`src/rtl/ofc_pkg.sv`:
```
// Shared constants, codes and controller/datapath interface types for the FIR convolver.
package ofc_pkg;

    // Item field widths
    localparam int SAMPLE_BITS = 16;
    localparam int FRAC_BITS   = 2 * (SAMPLE_BITS - 1);
    localparam int OUT_W       = 38;
    localparam int TAP_IDX_W   = 6;
    localparam int TAP_CNT_W   = 7;

    // Default filter depth
    localparam int MAX_TAPS_DEF = 64;

    // Configuration port
    localparam int CFG_IDX_W  = 2;
    localparam int CFG_DATA_W = 7;

    localparam logic [CFG_IDX_W-1:0] CFG_TAP_COUNT  = 2'd0;
    localparam logic [CFG_IDX_W-1:0] CFG_INT_OUTPUT = 2'd1;

    // Operation codes of an input item
    localparam logic OP_PUSH = 1'b0;
    localparam logic OP_LOAD = 1'b1;

    // Controller to datapath commands
    typedef struct packed {
        logic push;      // write sample into history, restart the tap walk
        logic coef_wr;   // write coefficient slot
        logic issue;     // read one tap pair into the MAC pipeline
        logic load_out;  // move the finished sum into the output register
        logic int_mode;  // truncate to integer part on load
    } t_cmd;

    // Datapath to controller status
    typedef struct packed {
        logic out_valid; // output register holds an item
    } t_status;

endpackage

```
`src/rtl/ofc_datapath.sv`:
```
// Datapath: coefficient and history memories, multiply-accumulate pipeline, output register.
module ofc_datapath #(
    parameter int MAX_TAPS = ofc_pkg::MAX_TAPS_DEF
) (
    input  logic                                i_clk,
    input  logic                                i_rst_n,
    input  ofc_pkg::t_cmd                       i_cmd,
    output ofc_pkg::t_status                    o_status,
    input  logic [ofc_pkg::TAP_IDX_W-1:0]       i_tap_index,
    input  logic signed [ofc_pkg::SAMPLE_BITS-1:0] i_value,
    input  logic                                i_out_stall,
    output logic                                o_out_valid,
    output logic signed [ofc_pkg::OUT_W-1:0]    o_filtered
);

    localparam int AW     = (MAX_TAPS > 1) ? $clog2(MAX_TAPS) : 1;
    localparam int KW     = $clog2(MAX_TAPS + 1);
    localparam int SB     = ofc_pkg::SAMPLE_BITS;
    localparam int PW     = 2 * SB;
    localparam int ACC_W  = PW + KW;
    localparam int FRAC   = ofc_pkg::FRAC_BITS;

    logic signed [SB-1:0] r_coef_mem [MAX_TAPS];
    logic signed [SB-1:0] r_hist_mem [MAX_TAPS];

    logic [AW-1:0]           r_newest;
    logic [AW-1:0]           n_newest;
    logic [AW-1:0]           r_rd_slot;
    logic [KW-1:0]           r_rd_k;
    logic [KW-1:0]           r_fill;
    logic signed [SB-1:0]    r_coef_q;
    logic signed [SB-1:0]    r_hist_q;
    logic                    r_v1;
    logic signed [PW-1:0]    r_prod;
    logic                    r_v2;
    logic signed [ACC_W-1:0] r_acc;
    logic                    r_out_valid;
    logic signed [ofc_pkg::OUT_W-1:0] r_filtered;

    logic signed [ACC_W-1:0] trunc_bias;
    logic signed [ACC_W-1:0] trunc_sum;
    logic signed [ACC_W-1:0] int_part;
    logic signed [ACC_W-1:0] out_sum;

    // Next history slot, circular
    assign n_newest = (r_newest == AW'(MAX_TAPS - 1)) ? '0 : r_newest + AW'(1);

    // Coefficient memory
    always_ff @(posedge i_clk) begin
        if (i_cmd.coef_wr) begin
            r_coef_mem[AW'(i_tap_index)] <= i_value;
        end
        if (i_cmd.issue) begin
            r_coef_q <= r_coef_mem[r_rd_k[AW-1:0]];
        end
    end

    // History memory
    always_ff @(posedge i_clk) begin
        if (i_cmd.push) begin
            r_hist_mem[n_newest] <= i_value;
        end
        if (i_cmd.issue) begin
            r_hist_q <= r_hist_mem[r_rd_slot];
        end
    end

    // Walk pointers, fill count and pipeline valid flags
    always_ff @(posedge i_clk) begin
        if (!i_rst_n) begin
            r_newest  <= '0;
            r_rd_slot <= '0;
            r_rd_k    <= '0;
            r_fill    <= '0;
            r_v1      <= 1'b0;
            r_v2      <= 1'b0;
        end else begin
            if (i_cmd.push) begin
                r_newest  <= n_newest;
                r_rd_slot <= n_newest;
                r_rd_k    <= '0;
                if (r_fill != KW'(MAX_TAPS)) begin
                    r_fill <= r_fill + KW'(1);
                end
            end else if (i_cmd.issue) begin
                r_rd_slot <= (r_rd_slot == '0) ? AW'(MAX_TAPS - 1) : r_rd_slot - AW'(1);
                r_rd_k    <= r_rd_k + KW'(1);
            end
            // a slot never pushed reads as zero: mask it by the fill count
            r_v1 <= i_cmd.issue && (r_rd_k < r_fill);
            r_v2 <= r_v1;
        end
    end

    // Multiply, then accumulate
    always_ff @(posedge i_clk) begin
        r_prod <= r_coef_q * r_hist_q;
        if (i_cmd.push) begin
            r_acc <= '0;
        end else if (r_v2) begin
            r_acc <= r_acc + ACC_W'(r_prod);
        end
    end

    // Truncation toward zero: bias negative sums before the arithmetic shift
    assign trunc_bias = r_acc[ACC_W-1] ? ACC_W'((64'd1 << FRAC) - 64'd1) : '0;
    assign trunc_sum  = r_acc + trunc_bias;
    assign int_part   = trunc_sum >>> FRAC;
    assign out_sum    = i_cmd.int_mode ? int_part : r_acc;

    // Output register
    always_ff @(posedge i_clk) begin
        if (!i_rst_n) begin
            r_out_valid <= 1'b0;
        end else if (i_cmd.load_out) begin
            r_out_valid <= 1'b1;
        end else if (!i_out_stall) begin
            r_out_valid <= 1'b0;
        end
    end

    always_ff @(posedge i_clk) begin
        if (i_cmd.load_out) begin
            r_filtered <= ofc_pkg::OUT_W'(out_sum);
        end
    end

    assign o_out_valid        = r_out_valid;
    assign o_filtered         = r_filtered;
    assign o_status.out_valid = r_out_valid;

    // The sum is only taken once the MAC pipeline has emptied
    a_drained_on_load: assert property (@(posedge i_clk) disable iff (!i_rst_n)
        i_cmd.load_out |-> (!r_v1 && !r_v2))
        else $error("result loaded with taps still in flight");

    // A held result is never overwritten
    a_no_overwrite: assert property (@(posedge i_clk) disable iff (!i_rst_n)
        i_cmd.load_out |-> (!r_out_valid || !i_out_stall))
        else $error("output register overwritten while stalled");

endmodule

```
`src/rtl/ofc_ctrl.sv`:
```
// Controller: configuration registers and the tap-walk sequencer for each sample item.
module ofc_ctrl #(
    parameter int MAX_TAPS = ofc_pkg::MAX_TAPS_DEF
) (
    input  logic                               i_clk,
    input  logic                               i_rst_n,
    input  logic                               i_in_valid,
    output logic                               o_in_stall,
    input  logic                               i_operation,
    input  logic [ofc_pkg::TAP_IDX_W-1:0]      i_tap_index,
    input  logic                               i_out_stall,
    input  logic                               i_cfg_valid,
    output logic                               o_cfg_ready,
    input  logic [ofc_pkg::CFG_IDX_W-1:0]      i_cfg_index,
    input  logic [ofc_pkg::CFG_DATA_W-1:0]     i_cfg_data,
    output ofc_pkg::t_cmd                      o_cmd,
    input  ofc_pkg::t_status                   i_status
);

    localparam int KW = $clog2(MAX_TAPS + 1);

    localparam logic [1:0] S_IDLE  = 2'd0;
    localparam logic [1:0] S_MAC   = 2'd1;
    localparam logic [1:0] S_DRAIN = 2'd2;
    localparam logic [1:0] S_LOAD  = 2'd3;

    logic [1:0]                      r_state;
    logic [1:0]                      n_state;
    logic [KW-1:0]                   r_k;
    logic [KW-1:0]                   n_k;
    logic                            r_drain;
    logic                            n_drain;
    logic [ofc_pkg::TAP_CNT_W-1:0]   r_tap_count;
    logic                            r_int_mode;

    logic [KW-1:0] taps_eff;
    logic          in_acc;
    logic          out_free;

    // Configuration registers
    always_ff @(posedge i_clk) begin
        if (!i_rst_n) begin
            r_tap_count <= ofc_pkg::TAP_CNT_W'(1);
            r_int_mode  <= 1'b0;
        end else if (i_cfg_valid) begin
            case (i_cfg_index)
                ofc_pkg::CFG_TAP_COUNT:  r_tap_count <= i_cfg_data;
                ofc_pkg::CFG_INT_OUTPUT: r_int_mode  <= i_cfg_data[0];
                default: ;
            endcase
        end
    end

    assign o_cfg_ready = 1'b1;

    // Tap count in use, saturated to the table depth
    assign taps_eff = (32'(r_tap_count) > MAX_TAPS) ? KW'(MAX_TAPS) : KW'(r_tap_count);

    assign o_in_stall = (r_state != S_IDLE);
    assign in_acc     = i_in_valid && !o_in_stall;
    assign out_free   = !i_status.out_valid || !i_out_stall;

    // Sequencer
    always_comb begin
        n_state        = r_state;
        n_k            = r_k;
        n_drain        = r_drain;
        o_cmd          = '0;
        o_cmd.int_mode = r_int_mode;
        case (r_state)
            S_IDLE: begin
                if (in_acc) begin
                    if (i_operation == ofc_pkg::OP_LOAD) begin
                        o_cmd.coef_wr = (32'(i_tap_index) < MAX_TAPS);
                    end else begin
                        o_cmd.push = 1'b1;
                        n_k        = '0;
                        n_drain    = 1'b0;
                        n_state    = (taps_eff == '0) ? S_DRAIN : S_MAC;
                    end
                end
            end
            S_MAC: begin
                o_cmd.issue = 1'b1;
                n_k         = r_k + KW'(1);
                if (n_k == taps_eff) begin
                    n_drain = 1'b0;
                    n_state = S_DRAIN;
                end
            end
            S_DRAIN: begin
                // drain the multiply stage, then the accumulate stage
                n_drain = 1'b1;
                if (r_drain) begin
                    n_state = S_LOAD;
                end
            end
            S_LOAD: begin
                if (out_free) begin
                    o_cmd.load_out = 1'b1;
                    n_state        = S_IDLE;
                end
            end
            default: begin
                n_state = S_IDLE;
            end
        endcase
    end

    always_ff @(posedge i_clk) begin
        if (!i_rst_n) begin
            r_state <= S_IDLE;
            r_k     <= '0;
            r_drain <= 1'b0;
        end else begin
            r_state <= n_state;
            r_k     <= n_k;
            r_drain <= n_drain;
        end
    end

    // A sample item always starts a walk
    a_push_starts: assert property (@(posedge i_clk) disable iff (!i_rst_n)
        (in_acc && i_operation == ofc_pkg::OP_PUSH) |=> (r_state != S_IDLE))
        else $error("sample item accepted without starting a tap walk");

    // Tap counter stays inside the taps in use
    a_k_bound: assert property (@(posedge i_clk) disable iff (!i_rst_n)
        (r_state == S_MAC) |-> (r_k < taps_eff))
        else $error("tap counter past tap count");

    // Result is loaded only after the drain cycles
    a_load_after_drain: assert property (@(posedge i_clk) disable iff (!i_rst_n)
        o_cmd.load_out |-> ($past(r_state) == S_DRAIN || $past(r_state) == S_LOAD))
        else $error("result loaded without draining the pipeline");

endmodule

```
`src/rtl/overlap_add_fir_convolver.sv`:
```
// Top level of the Q15 FIR convolver: controller and datapath joined by command and status.
// A sample item walks T taps, T = taps in use (tap_count, max MAX_TAPS), then drains the pipeline.
// The single shared multiply-accumulate reads one tap per cycle; a stalled output delays the load.
// A coefficient item is taken while idle; the input stalls until a sample's result is loaded.
// Synchronous active-low reset clears history (by fill count), tap_count to 1, integer mode off.
// Coefficients are undefined until written; configuration writes are taken every cycle.
module overlap_add_fir_convolver #(
    parameter int MAX_TAPS = ofc_pkg::MAX_TAPS_DEF
) (
    input  logic                                   i_clk,
    input  logic                                   i_rst_n,
    input  logic                                   i_in_valid,
    output logic                                   o_in_stall,
    input  logic                                   i_operation,
    input  logic [ofc_pkg::TAP_IDX_W-1:0]          i_tap_index,
    input  logic signed [ofc_pkg::SAMPLE_BITS-1:0] i_value,
    output logic                                   o_out_valid,
    input  logic                                   i_out_stall,
    output logic signed [ofc_pkg::OUT_W-1:0]       o_filtered,
    input  logic                                   i_cfg_valid,
    output logic                                   o_cfg_ready,
    input  logic [ofc_pkg::CFG_IDX_W-1:0]          i_cfg_index,
    input  logic [ofc_pkg::CFG_DATA_W-1:0]         i_cfg_data
);

    ofc_pkg::t_cmd    cmd;
    ofc_pkg::t_status status;

    ofc_ctrl #(
        .MAX_TAPS (MAX_TAPS)
    ) u_ctrl (
        .i_clk       (i_clk),
        .i_rst_n     (i_rst_n),
        .i_in_valid  (i_in_valid),
        .o_in_stall  (o_in_stall),
        .i_operation (i_operation),
        .i_tap_index (i_tap_index),
        .i_out_stall (i_out_stall),
        .i_cfg_valid (i_cfg_valid),
        .o_cfg_ready (o_cfg_ready),
        .i_cfg_index (i_cfg_index),
        .i_cfg_data  (i_cfg_data),
        .o_cmd       (cmd),
        .i_status    (status)
    );

    ofc_datapath #(
        .MAX_TAPS (MAX_TAPS)
    ) u_datapath (
        .i_clk       (i_clk),
        .i_rst_n     (i_rst_n),
        .i_cmd       (cmd),
        .o_status    (status),
        .i_tap_index (i_tap_index),
        .i_value     (i_value),
        .i_out_stall (i_out_stall),
        .o_out_valid (o_out_valid),
        .o_filtered  (o_filtered)
    );

endmodule

```
`config.mk`:
```
export PLATFORM = sky130hd
export DESIGN_NAME = overlap_add_fir_convolver
export DESIGN_NICKNAME = d
export VERILOG_FILES = /design/src/rtl/ofc_pkg.sv /design/src/rtl/ofc_datapath.sv /design/src/rtl/ofc_ctrl.sv /design/src/rtl/overlap_add_fir_convolver.sv
export SDC_FILE = /design/constraint.sdc
export NUM_CORES = 2
export LEC_CHECK = 0
export BUFFER_PORTS_ARGS = -buffer_cell sky130_fd_sc_hd__buf_2
export CORE_MARGIN = 3
export CORE_UTILIZATION = 35
export DETAILED_ROUTE_END_ITERATION = 8
export PLACE_DENSITY = 0.5
export SLEW_MARGIN = 25
export SYNTH_ARGS = -nofsm -noshare
export SYNTH_HDL_FRONTEND = slang
export SYNTH_SLANG_ARGS = --single-unit
```
`constraint.sdc`:
```
create_clock -name i_clk -period 10.3 [get_ports i_clk]
set_clock_uncertainty 0.05 [all_clocks]
set_input_delay 1.03 -clock i_clk [delete_from_list [all_inputs] [get_ports i_clk]]
set_output_delay 1.03 -clock i_clk [all_outputs]
set_load 0.01 [all_outputs]
```
======== Yosys cells after proc, flatten, opt, wreduce, memory -nomap -nowiden ========
Memory sizes are Yosys's and may differ from the RTL's. A register that Yosys moved wholly into a read port is not among the register bits.
Index checks and enable logic that the tools add are counted.
storage, ports and cells
  memories kept ........................... 2
  flip-flop bits (word level) ............. 156
  input bits .............................. 37
  logic and storage cells ................. 96
  RAM bits ................................ 2048
operators by class
  eq/ne operators ......................... 13
  multipliers ............................. 1
  muxes and demuxes ....................... 34
  reductions and logical operators ........ 21
  add/sub/neg operators ................... 7
  magnitude comparators ................... 2
  bitwise logic cells ..................... 1
memories
  memory                 depth  bits a word  rd ports  clocked after memory_dff  write ports  line                text
  u_datapath.r_coef_mem  64     16           1         1                         1            ofc_datapath.sv:23  logic signed [SB-1:0] r_coef_mem [MAX_TAPS];
  u_datapath.r_hist_mem  64     16           1         1                         1            ofc_datapath.sv:24  logic signed [SB-1:0] r_hist_mem [MAX_TAPS];
operator list
  cell                                               number
  adder 39 x 31 -> 39 bit                            1
  adder 39 x 32 -> 39 bit                            1
  two-way mux 38 bit                                 1
  multiplier 16 x 16 -> 32 bit                       1
  two-way mux 30 bit                                 1
  two-way mux 6 bit                                  4
  adder 7 x 1 -> 7 bit (second input constant)       3
  two-way mux 7 bit                                  3
  two-way mux 2 bit                                  8
  two-way mux 1 bit                                  14
  one-hot mux 7 bit (2 select lines)                 1
  != test 2 x 1 -> 1 bit (second input constant)     5
  one-hot mux 2 bit (4 select lines)                 1
  == test 7 bit                                      1
  > comparator 7 bit (second input constant)         1
  zero test 7 bit                                    1
  less-than comparator 7 bit                         1
  != test 7 bit (second input constant)              1
  adder 6 x 1 -> 6 bit (second input constant)       1
  == test 6 bit (second input constant)              1
  zero test 6 bit                                    1
  AND reduction 2 bit                                3
  nonzero test 2 bit                                 3
  subtractor 6 x 1 -> 6 bit (second input constant)  1
  other kinds (14)                                   20

======== Logic depth before layout (Yosys ltp) ========
  depth after elaboration ................. 7
  gate-level depth with buffers ........... 25
  gate-level depth less buffers ........... 23

======== By module ========
From an unflattened synthesis, not the netlist that was laid out.
second synthesis, totals
  cells, all modules ...................... 5263
  area total of the unflattened synthesis .. 98140.4 µm²
by module, submodules not included
  module        times used  area an instance (µm²)  cells each  seq. area each (µm²)
  ofc_datapath  1           96953.0                 5124        65602.9
  ofc_ctrl      1           1187.4                  139         360.3

======== Least setup slack after synthesis ========
No wires, ideal clock.
  path type ............................... reg-to-reg
  start point ............................. register u_datapath.r_coef_q[15] (read register of u_datapath.r_coef_mem)
  end point ............................... register u_datapath.r_prod[30]
  arrival time ............................ 5.983 ns
  buffers on the path ..................... 1
  setup time .............................. 0.072 ns
  cell stages (with the launch flop) ...... 23
  data required time ...................... 10.178 ns
  clock period less this slack ............ 6.105 ns
  slack ................................... 4.195 ns
  cell sequence ........................... edfxtp_1 -> clkbuf_1 -> nand2_1 -> inv_1 -> fa_1 -> fa_1 -> fa_1 -> fa_1 -> fa_1 -> inv_1 -> fa_1 -> inv_1 -> ha_1 -> nand3_1 -> nor2_1 -> a21oi_1 -> o31ai_1 -> a31o_2 -> a221oi_1 -> a21oi_1 -> o21a_1 -> nor2_1 -> xnor2_1
on the way
  longest elaborated chain between the ends .. 1
RTL lines
  item                          line                text
  start: declaration            ofc_datapath.sv:31  logic signed [SB-1:0] r_coef_q;
  multiplier 16 x 16 -> 32 bit  ofc_datapath.sv:97  r_prod <= r_coef_q * r_hist_q;
  end signal: assignment        ofc_datapath.sv:97
  end: declaration              ofc_datapath.sv:34  logic signed [PW-1:0] r_prod;
Every way passes these cells.
A chain may end at the register's enable or synchronous reset.

======== Worst setup path in the final report ========
  start point ............................. register u_datapath.r_hist_q[1] (read register of u_datapath.r_hist_mem)
  end point ............................... register u_datapath.r_prod[30]
on the way
  longest elaborated chain between the ends .. 1
RTL lines
  item                          line                text
  start: declaration            ofc_datapath.sv:32  logic signed [SB-1:0] r_hist_q;
  multiplier 16 x 16 -> 32 bit  ofc_datapath.sv:97
Every way passes these cells.

==> results.sh <==
export IMPL_status="completed"
export IMPL_postSynthCellCount=5249
export IMPL_crit_path_cell_trace="nand2_1, inv_1, fa_1, fa_1, fa_1, fa_1, fa_1, inv_1, fa_1, inv_1, ha_1, nand3_1, nor2_1, a21oi_1, o31ai_1, a31o_2, a221oi_1, a21oi_1, o21a_1, nor2_1, xnor2_1"
export IMPL_io_buffer_count=76
export IMPL_slew_viol_final=0
export IMPL_place_ws_ns=3.62
export IMPL_finalSetupViolCount=0
export IMPL_ys_warnings_count=0
export IMPL_yosys_area_top_type="edfxtp_1"
export IMPL_hold_viol=0
export IMPL_vias=48851
export IMPL_crit_top_cell="fa_1"
export IMPL_final_layout_size_suffix_gt1_share_pct=23.2
export IMPL_slowest_delay_ns=0.89
export IMPL_critical_path_slowest_cell="fa_1"
export IMPL_synth_distinct_cells=78
export IMPL_synth_flop_cell="edfxtp_1"
export IMPL_grt_pass1_vias=50819
export IMPL_ys_top_cells_by_count="edfxtp_1 (2,118), mux4_2 (632), inv_1 (339), fa_1 (263), nor2_1 (254)"
export IMPL_dp_cells=8962
export IMPL_clock_sinks=2236
export IMPL_ant_nets=0
export IMPL_dieWidth_um=535
export IMPL_cts_root_buf="clkbuf_16"
export IMPL_min_path_type="in2reg"
export IMPL_multi_input_area_um2=29700
export IMPL_synthToLayoutAreaGrowth_pct=13.7
export IMPL_gr_total_overflow=0
export IMPL_post_route_min_period_ns=6.67
export IMPL_final_cells=9407
export IMPL_core_um2=277000
export IMPL_routed_wl_um=250000
export IMPL_end_kind="register"
export IMPL_start_util_pct=35.3
export IMPL_relSlewSlack_pct=24.9
export IMPL_postCtsSetupBuffers=0
export IMPL_hpwl_um=156000
export IMPL_num_nets_final=5965
export IMPL_synth_seq_cells=2236
export IMPL_grt_max_degree=117
export IMPL_cts_buffer_depth=4
export IMPL_die_y_um=535
export IMPL_fmax_mhz=150
export IMPL_grt_antenna_before_repair=18
export IMPL_grt_setup_unrepaired="no"
export IMPL_clk_latency_ns=0.91
export IMPL_dr_pass1_iters=5
export IMPL_syn_avg_cell_area_um2=18.6
export IMPL_worst_slew_pin_slew_ns=1.13
export IMPL_via_per_inst=5.19
export IMPL_async_reset_ff_share_pct=0
export IMPL_place_congestion=0.802
export IMPL_regArea_um2=66000
export IMPL_pin_count=78
export IMPL_wl_per_cell_um=26.6
export IMPL_cts_resized=0
export IMPL_grt_pass1_wl_um=366000
export IMPL_synth_top_cell_area_share_pct=65.0
export IMPL_cts_htree_levels=4
export IMPL_critPathKind="reg2reg"
export IMPL_nFillCells=24940
export IMPL_worstPathArrival_ns=7.44
export IMPL_syn_area_um2=97800
export IMPL_post_route_period_util_pct=64.7
export IMPL_drt_iter0_markers=4218
export IMPL_worstPathRequired_ns=11.07
export IMPL_grt_use_total_pct=17.4
export IMPL_synth_nets=5715
export IMPL_tritoncts="yes"
export IMPL_yosysMostFrequentCell="edfxtp_1"
export IMPL_dieArea_um2=286000
export IMPL_num_rows=193
export IMPL_path_clk_slew_ns=0.06
export IMPL_numCtsBuffers=239
export IMPL_ys_top_cells_by_area="edfxtp_1 (65%), mux4_2 (15%), fa_1 (5.4%)"
export IMPL_cp_start_kind="register"
export IMPL_seq_area_frac_synth_pct=67.4
export IMPL_drc=0
export IMPL_setup_tns_ns=0
export IMPL_critical_path_max_fanout=16
export IMPL_synth_edff_count=2118
export IMPL_cap_viol_max_count=0
export IMPL_worst_slack_ns=3.63
export IMPL_hold_buffers=0
[per-layer routing]
| metal | part of all wire (%) | up-vias | wire [µm] | track usage, % |
|---|---|---|---|---|
| li1 | - | 20985 | - | - |
| met1 | 45 | 26353 | 112000 | 24.8 |
| met2 | 48 | 1179 | 121000 | 28.5 |
| met3 | 4.9 | 320 | 12200 | 2.53 |
| met4 | 2.1 | 14 | 5190 | 3.73 |
| met5 | 0.036 | - | 91 | 0 |
[cells by family (layout without fill, tap and decap cells)]
kind of cell,after synthesis,after routing,share of synthesized area [%]
XOR/XNOR,101,101,0.904
AND/OR/NAND/NOR,772,772,3.75
adder cells (fa/ha/maj),429,429,7.51
buffers and inverters,586,1033,2.36
multiplexers,717,717,15.4
AO/OA/AOI/OAI,407,407,2.59
flip-flops,2236,2236,67.4
other,1,7,0.00383
[worst paths after layout]
check                                       startpoint                     to  slack, ns  cells past startpoint
worst max-delay path            u_datapath.r_hist_q[1]  u_datapath.r_prod[30]       3.63                     21
worst min-delay path                     i_cfg_data[2]  u_ctrl.r_tap_count[2]       0.34                      3
worst max register to register  u_datapath.r_hist_q[1]  u_datapath.r_prod[30]       3.63                     21
worst min register to register         u_datapath.r_v1        u_datapath.r_v2       0.39                      1
[critical path, delay by kind of cell, from the launching register on]
kind                       cells  cell delay (ns)
DFF                            1             0.76
buffers and inverters          3             0.25
xor gates and xnor gates       1             0.13
AOI/OAI and AO/OA              6             1.12
and+or+nand+nor                4             0.49
adders and majority gates      7             3.78
[cell usage in the layout (no fill, tap or decap), types with 120 or more instances in the layout]
master,Yosys,layout
nor2_1,254,215
mux4_2,632,632
nand2_1,210,210
a21oi_1,129,129
o21ai_0,121,120
edfxtp_1,2118,2118
ha_1,166,165
inv_1,339,339
and2_1,137,137
fa_1,263,263
clkbuf_16,0,243
buf_4,2,187
[cell type report]
class | instances | area share (%)
sequential | 2236 | 59.3
multi-input combinational | 2427 | 26.7
clock buffer | 297 | 5.65
tap | 3705 | 4.17
timing repair buffer | 255 | 1.64
clock inverter | 141 | 1.34
inverter | 340 | 1.15
antenna | 6 | 0.0135
[state kept, by name, summed over array words and instances, names as in the netlist]
signal / count
u_ctrl.r_k: 7
u_datapath.r_fill: 7
u_datapath.o_out_valid: 1
u_datapath.r_acc: 39
u_datapath.r_hist_mem: 1024
u_ctrl.r_tap_count: 7
u_datapath.r_newest: 6
u_ctrl.r_int_mode: 1
u_datapath.r_v1: 1
u_datapath.r_hist_q: 16
u_datapath.o_filtered: 38
u_datapath.r_coef_mem: 1024
u_datapath.r_v2: 1
u_datapath.r_prod: 32
u_ctrl.r_state: 2
u_ctrl.r_drain: 1
u_datapath.r_rd_k: 7
u_datapath.r_coef_q: 16
u_datapath.r_rd_slot: 6
[metrics by stage]
| stage | utilization, % | area [µm²] | hold WS [ns] |
|---|---|---|---|
| finish | 40.1 | 111000 | 0.341 |
| floorplan | - | 97800 | 0.362 |
| global placement | 37.3 | 103000 | 0.376 |
| global route | 40.1 | 111000 | 0.283 |
| detailed placement | 37.3 | 103000 | 0.383 |
| CTS | 40.1 | 111000 | 0.240 |
Power is left out: the tool's default activity adds up to more than one toggle a clock period on the data nets, which glitch-free logic cannot reach.
